[src/design/indexed_insert_stack_assert.svh]
// Assertion macros shared by the indexed insert stack modules.
// No dependencies; included by the controller and the datapath.
`ifndef INDEXED_INSERT_STACK_ASSERT_SVH
`define INDEXED_INSERT_STACK_ASSERT_SVH

// Same-cycle implication, checked outside reset.
`define IIS_ASSERT_NOW(label, clk, rst, ante, cons, msg) \
  label: assert property (@(posedge clk) disable iff (rst) (ante) |-> (cons)) \
    else $error(msg);

// Next-cycle implication, checked outside reset.
`define IIS_ASSERT_NEXT(label, clk, rst, ante, cons, msg) \
  label: assert property (@(posedge clk) disable iff (rst) (ante) |=> (cons)) \
    else $error(msg);

`endif

[src/design/iis_pkg.sv]
// Shared types and codes for the indexed insert stack.
// No dependencies; used by iis_ctrl, iis_dp and indexed_insert_stack.
`timescale 1ns / 1ps

package iis_pkg;

  localparam int DEPTH_DEFAULT = 64;

  // operation codes carried in func
  localparam logic [1:0] FUNC_PUSH   = 2'd0;
  localparam logic [1:0] FUNC_POP    = 2'd1;
  localparam logic [1:0] FUNC_INSERT = 2'd2;

  // result status codes
  localparam logic [1:0] ST_OK    = 2'd0;
  localparam logic [1:0] ST_FULL  = 2'd1;
  localparam logic [1:0] ST_EMPTY = 2'd2;

  typedef enum logic [1:0] {
    S_IDLE = 2'b01,
    S_EXEC = 2'b10
  } state_t;

  // controller to datapath
  typedef struct packed {
    logic       load;    // capture the input item
    logic       put;     // store the held entry
    logic       at_top;  // put at position 0 rather than the held position
    logic       pop;     // remove the top entry
    logic       report;  // register the result fields
    logic [1:0] status;
  } cmd_t;

  // datapath to controller
  typedef struct packed {
    logic [1:0] func;
    logic       full;
    logic       empty;
  } stat_t;

endpackage

[src/design/indexed_insert_stack.sv]
// Top level of the indexed insert stack: controller plus datapath.
// Depends on iis_pkg, iis_ctrl and iis_dp.
`timescale 1ns / 1ps

// Bounded stack of card entries (8-bit rank, 8-bit suit), position 0 on top.
// An item is accepted on a rising edge with start high and busy low; func
// selects push, pop or insert at position (a position at or past the count
// appends at the bottom). Each item yields exactly one result, shown for a
// single cycle with done high; there is no way to hold it off, so sample it
// on that cycle. Sequence: the item is captured on acceptance, the next cycle
// shifts the whole register chain of entries at once, and done rises the
// cycle after with busy already low, so a new start can be accepted in the
// same cycle that done is shown. The entry count reported is the count after
// the operation (its low seven bits). Push or insert when full is dropped
// with status full; pop when empty returns zeros with status empty. The
// entries are not cleared by reset.

module indexed_insert_stack #(
  parameter int DEPTH = iis_pkg::DEPTH_DEFAULT
) (
  input  logic       clk,
  input  logic       rst,
  input  logic       start,
  output logic       busy,
  input  logic [1:0] func,
  input  logic [7:0] card_rank,
  input  logic [7:0] card_suit,
  input  logic [6:0] position,
  output logic       done,
  output logic [7:0] out_rank,
  output logic [7:0] out_suit,
  output logic [6:0] entry_count,
  output logic [1:0] status
);

  // commands down, status up; nothing else crosses between the two halves
  iis_pkg::cmd_t  cmd;
  iis_pkg::stat_t stat;

  // sequencing: accept, update, report
  iis_ctrl u_ctrl (
    .clk   (clk),
    .rst   (rst),
    .start (start),
    .busy  (busy),
    .done  (done),
    .stat  (stat),
    .cmd   (cmd)
  );

  // entry chain, count and result registers
  iis_dp #(
    .DEPTH (DEPTH)
  ) u_dp (
    .clk         (clk),
    .rst         (rst),
    .cmd         (cmd),
    .stat        (stat),
    .func        (func),
    .card_rank   (card_rank),
    .card_suit   (card_suit),
    .position    (position),
    .out_rank    (out_rank),
    .out_suit    (out_suit),
    .entry_count (entry_count),
    .status      (status)
  );

endmodule

[src/design/iis_ctrl.sv]
// Controller state machine of the indexed insert stack.
// Depends on iis_pkg and indexed_insert_stack_assert.svh.
`timescale 1ns / 1ps
`include "indexed_insert_stack_assert.svh"

module iis_ctrl (
  input  logic           clk,
  input  logic           rst,
  input  logic           start,
  output logic           busy,
  output logic           done,
  input  iis_pkg::stat_t stat,
  output iis_pkg::cmd_t  cmd
);

  iis_pkg::state_t state, state_next;

  always_ff @(posedge clk) begin
    if (rst) begin
      state <= iis_pkg::S_IDLE;
      done  <= 1'b0;
    end else begin
      state <= state_next;
      done  <= (state == iis_pkg::S_EXEC);
    end
  end

  assign busy = (state == iis_pkg::S_EXEC);

  always_comb begin
    state_next = state;
    cmd        = '0;
    unique case (state)
      iis_pkg::S_IDLE: begin
        if (start) begin
          cmd.load   = 1'b1;
          state_next = iis_pkg::S_EXEC;
        end
      end
      iis_pkg::S_EXEC: begin
        cmd.report = 1'b1;
        state_next = iis_pkg::S_IDLE;
        unique case (stat.func)
          iis_pkg::FUNC_PUSH, iis_pkg::FUNC_INSERT: begin
            if (stat.full) begin
              cmd.status = iis_pkg::ST_FULL;
            end else begin
              cmd.put    = 1'b1;
              cmd.at_top = (stat.func == iis_pkg::FUNC_PUSH);
            end
          end
          iis_pkg::FUNC_POP: begin
            if (stat.empty) begin
              cmd.status = iis_pkg::ST_EMPTY;
            end else begin
              cmd.pop = 1'b1;
            end
          end
          default: begin
            cmd.status = iis_pkg::ST_OK;
          end
        endcase
      end
      default: begin
        state_next = iis_pkg::S_IDLE;
      end
    endcase
  end

  `IIS_ASSERT_NEXT(a_exec_gives_done, clk, rst, cmd.report, done, "report not followed by done")
  `IIS_ASSERT_NOW(a_put_pop_excl, clk, rst, cmd.put, !cmd.pop, "put and pop together")
  `IIS_ASSERT_NOW(a_no_put_full, clk, rst, cmd.put, !stat.full, "put issued when full")
  `IIS_ASSERT_NOW(a_no_pop_empty, clk, rst, cmd.pop, !stat.empty, "pop issued when empty")

endmodule

[src/design/iis_dp.sv]
// Datapath of the indexed insert stack: input hold, register chain of
// entries, fill count and result registers. Depends on iis_pkg and the assert header.
`timescale 1ns / 1ps
`include "indexed_insert_stack_assert.svh"

module iis_dp #(
  parameter int DEPTH = iis_pkg::DEPTH_DEFAULT
) (
  input  logic           clk,
  input  logic           rst,
  input  iis_pkg::cmd_t  cmd,
  output iis_pkg::stat_t stat,
  input  logic [1:0]     func,
  input  logic [7:0]     card_rank,
  input  logic [7:0]     card_suit,
  input  logic [6:0]     position,
  output logic [7:0]     out_rank,
  output logic [7:0]     out_suit,
  output logic [6:0]     entry_count,
  output logic [1:0]     status
);

  localparam int CW = $clog2(DEPTH + 1);
  localparam int PW = (CW > 7) ? CW : 7;

  logic [1:0]    func_q;
  logic [7:0]    rank_q;
  logic [7:0]    suit_q;
  logic [6:0]    pos_q;
  logic [CW-1:0] count;
  logic [PW-1:0] count_ext;
  logic [PW-1:0] pos_ext;
  logic [PW-1:0] eff_pos;

  logic [7:0] rank_cell [DEPTH];
  logic [7:0] suit_cell [DEPTH];

  // hold the item until the update cycle
  always_ff @(posedge clk) begin
    if (cmd.load) begin
      func_q <= func;
      rank_q <= card_rank;
      suit_q <= card_suit;
      pos_q  <= position;
    end
  end

  assign stat.func  = func_q;
  assign stat.full  = (count == CW'(DEPTH));
  assign stat.empty = (count == '0);

  assign count_ext = PW'(count);
  assign pos_ext   = PW'(pos_q);

  // clamp the position to the count so that a far insert appends
  always_comb begin
    if (cmd.at_top) begin
      eff_pos = '0;
    end else if (pos_ext > count_ext) begin
      eff_pos = count_ext;
    end else begin
      eff_pos = pos_ext;
    end
  end

  for (genvar g = 0; g < DEPTH; g++) begin : g_cell
    always_ff @(posedge clk) begin
      if (cmd.put) begin
        if (PW'(g) == eff_pos) begin
          rank_cell[g] <= rank_q;
          suit_cell[g] <= suit_q;
        end else if (PW'(g) > eff_pos) begin
          if (g > 0) begin
            rank_cell[g] <= rank_cell[(g > 0) ? g - 1 : 0];
            suit_cell[g] <= suit_cell[(g > 0) ? g - 1 : 0];
          end
        end
      end else if (cmd.pop) begin
        if (g < DEPTH - 1) begin
          rank_cell[g] <= rank_cell[(g < DEPTH - 1) ? g + 1 : g];
          suit_cell[g] <= suit_cell[(g < DEPTH - 1) ? g + 1 : g];
        end
      end
    end
  end

  always_ff @(posedge clk) begin
    if (rst) begin
      count <= '0;
    end else if (cmd.put) begin
      count <= count + 1'b1;
    end else if (cmd.pop) begin
      count <= count - 1'b1;
    end
  end

  always_ff @(posedge clk) begin
    if (cmd.report) begin
      out_rank <= cmd.pop ? rank_cell[0] : 8'd0;
      out_suit <= cmd.pop ? suit_cell[0] : 8'd0;
      status   <= cmd.status;
    end
  end

  assign entry_count = count_ext[6:0];

  `IIS_ASSERT_NOW(a_count_bound, clk, rst, 1'b1, count <= CW'(DEPTH), "count past depth")
  `IIS_ASSERT_NEXT(a_put_grows, clk, rst, cmd.put, count == $past(count) + 1'b1, "put did not grow count")
  `IIS_ASSERT_NEXT(a_idle_holds, clk, rst, !cmd.put && !cmd.pop, $stable(count), "count moved without command")

endmodule

[config.mk]
export PLATFORM = sky130hd
export DESIGN_NAME = indexed_insert_stack
export DESIGN_NICKNAME = d
export VERILOG_FILES = /design/src/design/iis_pkg.sv /design/src/design/indexed_insert_stack.sv /design/src/design/iis_ctrl.sv /design/src/design/iis_dp.sv
export VERILOG_INCLUDE_DIRS = /design/src /design/src/design
export SDC_FILE = /design/constraint.sdc
export NUM_CORES = 2
export LEC_CHECK = 0
export CAP_MARGIN = 25
export CORE_MARGIN = 2
export CORE_UTILIZATION = 25
export CTS_BUF_LIST = sky130_fd_sc_hd__clkbuf_4 sky130_fd_sc_hd__clkbuf_8
export DETAILED_ROUTE_END_ITERATION = 10
export DONT_BUFFER_PORTS = 1
export GPL_TIMING_DRIVEN = 0
export SETUP_SLACK_MARGIN = 0.5
export SLEW_MARGIN = 0
export SYNTH_ARGS = -nofsm -noshare
export SYNTH_HDL_FRONTEND = slang
export SYNTH_SLANG_ARGS = --single-unit
[constraint.sdc]
create_clock -name clk -period 13.2 [get_ports clk]
set_clock_uncertainty 0.15 [all_clocks]
set_input_delay 1.98 -clock clk [delete_from_list [all_inputs] [get_ports clk]]
set_output_delay 1.98 -clock clk [all_outputs]
set_load 0.02 [all_outputs]
### Word-level counts from Yosys, hierarchy flattened

Memory sizes are Yosys's and may differ from the RTL's.
Cells that the tools add are included.

* register bits after elaboration: 53
* RAM bits: 1024
* output and inout bits: 27
* memories: 2

* add/subtract/negate cells: 2
* order comparisons: 64
* equal/unequal tests: 68
* mux-type cells: 713
* bitwise gates (word level): 253
* reduce and logical (&&, ||, !) cells: 6

Memory list
* u_dp.rank_cell: depth 64, width 8, rd ports 64, clocked after Yosys merged registers in 0, wr ports 64, line iis_dp.sv:35 `logic [7:0] rank_cell [DEPTH];`
* u_dp.suit_cell: depth 64, width 8, rd ports 64, clocked after Yosys merged registers in 0, wr ports 64, line iis_dp.sv:36 `logic [7:0] suit_cell [DEPTH];`

Operator list (count)
* two-way mux 8 bit: 252
* two-way mux 1 bit: 452
* bitwise OR 1 bit: 252
* == test 6 x 7 -> 1 bit (first input constant): 32
* > comparator 6 x 7 -> 1 bit (first input constant): 32
* == test 5 x 7 -> 1 bit (first input constant): 16
* > comparator 5 x 7 -> 1 bit (first input constant): 16
* == test 4 x 7 -> 1 bit (first input constant): 8
* > comparator 4 x 7 -> 1 bit (first input constant): 8
* == test 3 x 7 -> 1 bit (first input constant): 4
* > comparator 3 x 7 -> 1 bit (first input constant): 4
* two-way mux 7 bit: 4
* == test 2 x 7 -> 1 bit (first input constant): 2
* > comparator 2 x 7 -> 1 bit (first input constant): 2
* zero test 7 bit: 2
* adder 7 x 1 -> 7 bit (second input constant): 1
* == test 1 x 7 -> 1 bit (first input constant): 1
* == test 7 bit (second input constant): 1
* > comparator 1 x 7 -> 1 bit (first input constant): 1
* > comparator 7 bit: 1
* subtractor 7 x 1 -> 7 bit (second input constant): 1
* two-way mux 2 bit: 3
* two-way mux 6 bit: 1
* == test 2 x 1 -> 1 bit (second input constant): 2
* other kinds (6): 8

### Depth between registers and ports, before layout

* depth after elaboration: 12
* gate-level depth with buffers: 17

### Modules after synthesis

Synthesis repeated with hierarchy kept, for this count alone.

* cell total of the unflattened synthesis: 4700
* area total of the unflattened synthesis: 54180.7 µm²

Modules (own cells, without submodules)
* iis_dp: times used 1, cells each 4684, area an instance 54029.3 µm², seq. area each 32180.9 µm²
* iis_ctrl: times used 1, cells each 16, area an instance 151.4 µm², seq. area each 60.1 µm²

### Worst setup path after synthesis

No wires, ideal clock.

* path kind: reg2reg
* start point: register u_dp.count[6], in the netlist u_dp.entry_count[6]
* end point: memory u_dp.rank_cell[25][0], in the netlist u_dp.rank_cell[0][200] (enable)
* setup time: 392 ps
* arrival time: 4782 ps
* data required time: 12658 ps
* setup slack: 7876 ps
* cell stages (with the launch flop): 15
* clock period less this slack: 5324 ps
* cells stage by stage: dfxtp_1 -> clkbuf_1 -> inv_1 -> ha_1 -> a21oi_1 -> o21a_1 -> buf_2 -> nand2_1 -> o221ai_2 -> and2_1 -> clkbuf_1 -> clkbuf_1 -> nand2_1 -> o21ai_0 -> o21bai_1

RTL lines
* start: declaration: line iis_dp.sv:30 `logic [CW-1:0] count;`
* start signal: assignment: line iis_dp.sv:91 `count <= count + 1'b1;`
* start signal: assignment: line iis_dp.sv:93 `count <= count - 1'b1;`
* end: declaration: line iis_dp.sv:35

==> metrics <==
vias in the first global route between 40000 and 50000; crit-path cells clkbuf_1 -> inv_1 -> ha_1 -> nand4_2 -> a21o_1 -> buf_2 -> a21oi_4 -> buf_4 -> buf_2 -> mux2i_1 -> nor2_1 -> a221oi_2 -> clkbuf_1 -> nor2_1 -> inv_1; Worst-path clk slew around 0.070 ns; Core Rows approximately 170; Psw 1.906 mW; # placed instances roughly 7400; adder-cell share of the synthesized area 0.003176; Seq. cell area about 32000 µm²; WP data required 13.58 ns; die area approximately 220000 µm²; min-delay worst type flip-flop to flip-flop; critical path's slowest cell a221oi_2; slowest stage delay, CP approximately 0.73 ns; largest net degree at the start of global routing 19; GPL Wtd Cong between 1 and 1.5; setup_tns 0 ns; DR iter-0 viols around 6400; mux cell area share after synthesis 0.05731; die height around 470 µm; Final ANT Viol Nets 0; area of placed instances between 50000 and 60000 µm²; Synth Area in XOR/XNOR 0.0009809; final std cells w/o fill between 7000 and 8000; Max IR drop VDD roughly 110 µV; Routed WL ~210000 µm; crit end category flip-flop; Die Width roughly 470 µm; Core ar. 212500 µm²; warning count from the yosys run 0; post-synthesis to final-layout area growth 15.22%; first-pass iteration count of the detailed router 9; violated checks DRC; RSZ-0062 raised after global routing false; remaining global-route overflow 0; Slew @ Worst Pin about 1.2 ns; Crit Path Max Fanout 16; Post-Syn Area per Cell approximately 12 µm²; routed wire length per instance about 27 µm; maximum clock frequency about 140 MHz; CTS root buffer clkbuf_8; post_cts resized 0; Switching Fraction 0.2550; wire length of the first global-routing pass 292600 µm; number of I/O port buffers 0; CP Launch Point u_dp.entry_count[4]; share of post-route cells with drive strength above 1 0.1166; Final Hold Fails 0; PwrDens 121.1 nW/µm²; commonest non-fill, non-tap cell in the layout edfxtp_1; Mapped Cells 4535; minimum clock period roughly 7 ns; dpl hpwl 158800 µm; final hold slack approximately 0.38 ns; Core Util, Final 0.2905; Post-Syn Nets 4576; # clock sinks between 1000 and 1500; antenna violations before repair 29; total CTS buffers around 170; headroom to the max-slew limit 0.2238; vias per cell between 5 and 6; sequential power share 0.516; top cell family by delay on the critical path buffers and inverters; Worst Setup Start Kind flip-flop; Logic pwr share 0.083; dominant synthesized flop cell edfxtp_1; status complete, but fails checks; Max-cap violations 0; Post-synth EDFFs between 1000 and 1500; critical path arrival between 7 and 8 ns; internal power roughly 5.6 mW; number of fill cells in the layout around 22000; commonest cells after routing, fill and taps aside edfxtp_1 (1067), nor2_1 (701), a221o_1 (592); final slew viol count 0; Final Cycle Share 0.5282; nets about 4800; PnR worst setup slack around 6.2 ns; sequential share of the synthesized area 0.6018; clock share of power 0.401; hold wc startpoint u_dp.rank_cell[0][9]; Final setup viols 0; Tot Pwr ~7.5 mW; Initial Util 0.2521; clk_lat worst skew between 0.9 and 1 ns; Post-Synthesis Cell Area about 54000 µm²; post-route cell area about 60000 µm²; register bit total from synthesis about 1100; CP Buf/Inv Count 7; drc violations 3; Synth cell types between 90 and 100; GRT Util Overall 0.1832; Synth Area in Simple Gates 0.1031; vias ~43000; clk buf depth 3; area occupied by multi-input gates 19430 µm²; Leak Pwr roughly 21 nW; Async S/R FF share, synth 0; num ports 55; H-tree depth 4; CTS tree done; cts-stage hold buffer count 0; CP Class flip-flop to flip-flop; worst r2r src u_dp.entry_count[4]; post-CTS setup buffer count 0; Setup WS pre-CTS 6.446 ns; largest family of logic cells by synthesized area compound AO/OA/AOI/OAI gates; post-synthesis compound-gate area fraction 0.1959
[cell type report]
| class | instances | area share |
|---|---|---|
| repair buffers | 70 | 0.01707 |
| plain buffers | 466 | 0.03182 |
| well taps | 2821 | 0.05718 |
| multi-input cells | 2976 | 0.3147 |
| flip-flops and latches | 1077 | 0.5223 |
| inverters | 16 | 0.0009730 |
| diodes | 19 | 0.0007703 |
| clock buffers | 226 | 0.04522 |
| clock inverters | 82 | 0.009932 |
[Yosys cell counts (4+ instances only)]
library cell  instances  area [µm²]
nand2b_1              8       50.05
buf_6                 5       56.30
nand3_1              11       55.05
nor2_1              702        2635
and4_1                5       43.79
edfxtp_1           1067       32040
and3_1                9       56.30
nor3_2               10       100.1
a31oi_1              61       381.6
mux2i_1             275        2753
o21a_1                4       30.03
nor3_1               26       130.1
nand4_1               7       43.79
nor2_2                7       43.79
buf_1                11       41.29
a22o_1               17       148.9
nor4_1                7       43.79
o211ai_1             15       112.6
xnor2_1               5       43.79
ha_1                 12       150.1
a211oi_2              6       75.07
a221o_1             592        5926
a21o_1               29       217.7
buf_2                99       495.5
o31ai_1               5       37.54
o21bai_1              5       37.54
a21oi_1             106       530.5
mux2_2               25       281.5
a211o_1              73       639.4
and2_1               25       156.4
or2_2                14       87.58
inv_1                14       52.55
dfxtp_1              10       200.2
buf_4                14       105.1
a221oi_2              4       60.06
o21ai_1              10       50.05
o21ai_0             329        1647
clkbuf_1            336        1261
nand2_1             495        1858
[metal layers]
metal | up-vias | wire length (µm) | global-route usage
li1 | 18150 | - | -
met1 | 21680 | 84980 | 0.2448
met2 | 2732 | 89680 | 0.2737
met3 | 446 | 22560 | 0.04753
met4 | 6 | 10980 | 0.09003
met5 | - | 33 | 0
[state kept, by name, summed over array words and instances, names as in the netlist]
signal / flops
u_dp.func_q: 2
u_ctrl.done: 1
u_dp.out_suit: 8
u_ctrl.state: 2
u_dp.pos_ext: 7
u_dp.status: 2
u_dp.out_rank: 8
u_dp.suit_cell: 512
u_dp.rank_q: 8
u_dp.suit_q: 8
u_dp.entry_count: 7
u_dp.rank_cell: 512
[power by group through the flow]
stage / Combinational [mW] / Sequential [mW] / Clock, mW
after floorplan: 0.371 / 3.90 / 0
after global placement: 0.558 / 3.92 / 0
after detailed placement: 0.597 / 3.92 / 0
after CTS: 0.600 / 3.85 / 3.01
after global routing: 0.656 / 3.85 / 3.15
final: 0.622 / 3.85 / 3.00
[kinds of logic (layout without fill, tap and decap cells)]
logic type,after synthesis,count (layout)
adder cells (fa/ha/maj),13,13
flip-flops,1077,1077
AND/OR/NAND/NOR,1345,1345
XOR/XNOR,6,6
buffers and inverters,482,860
other,0,19
AO/OA/AOI/OAI,1310,1310
multiplexers,302,302
[final timing paths]
check,end,slack (ns),depth (start not counted)
setup / recovery,u_dp.rank_cell[1][161],6.23,15
hold / removal,u_dp.rank_cell[0][17],0.38,1
setup reg to reg,u_dp.rank_cell[1][161],6.23,15
hold reg to reg,u_dp.rank_cell[0][17],0.38,1
Note: power is estimated with default switching activity, not from simulation.
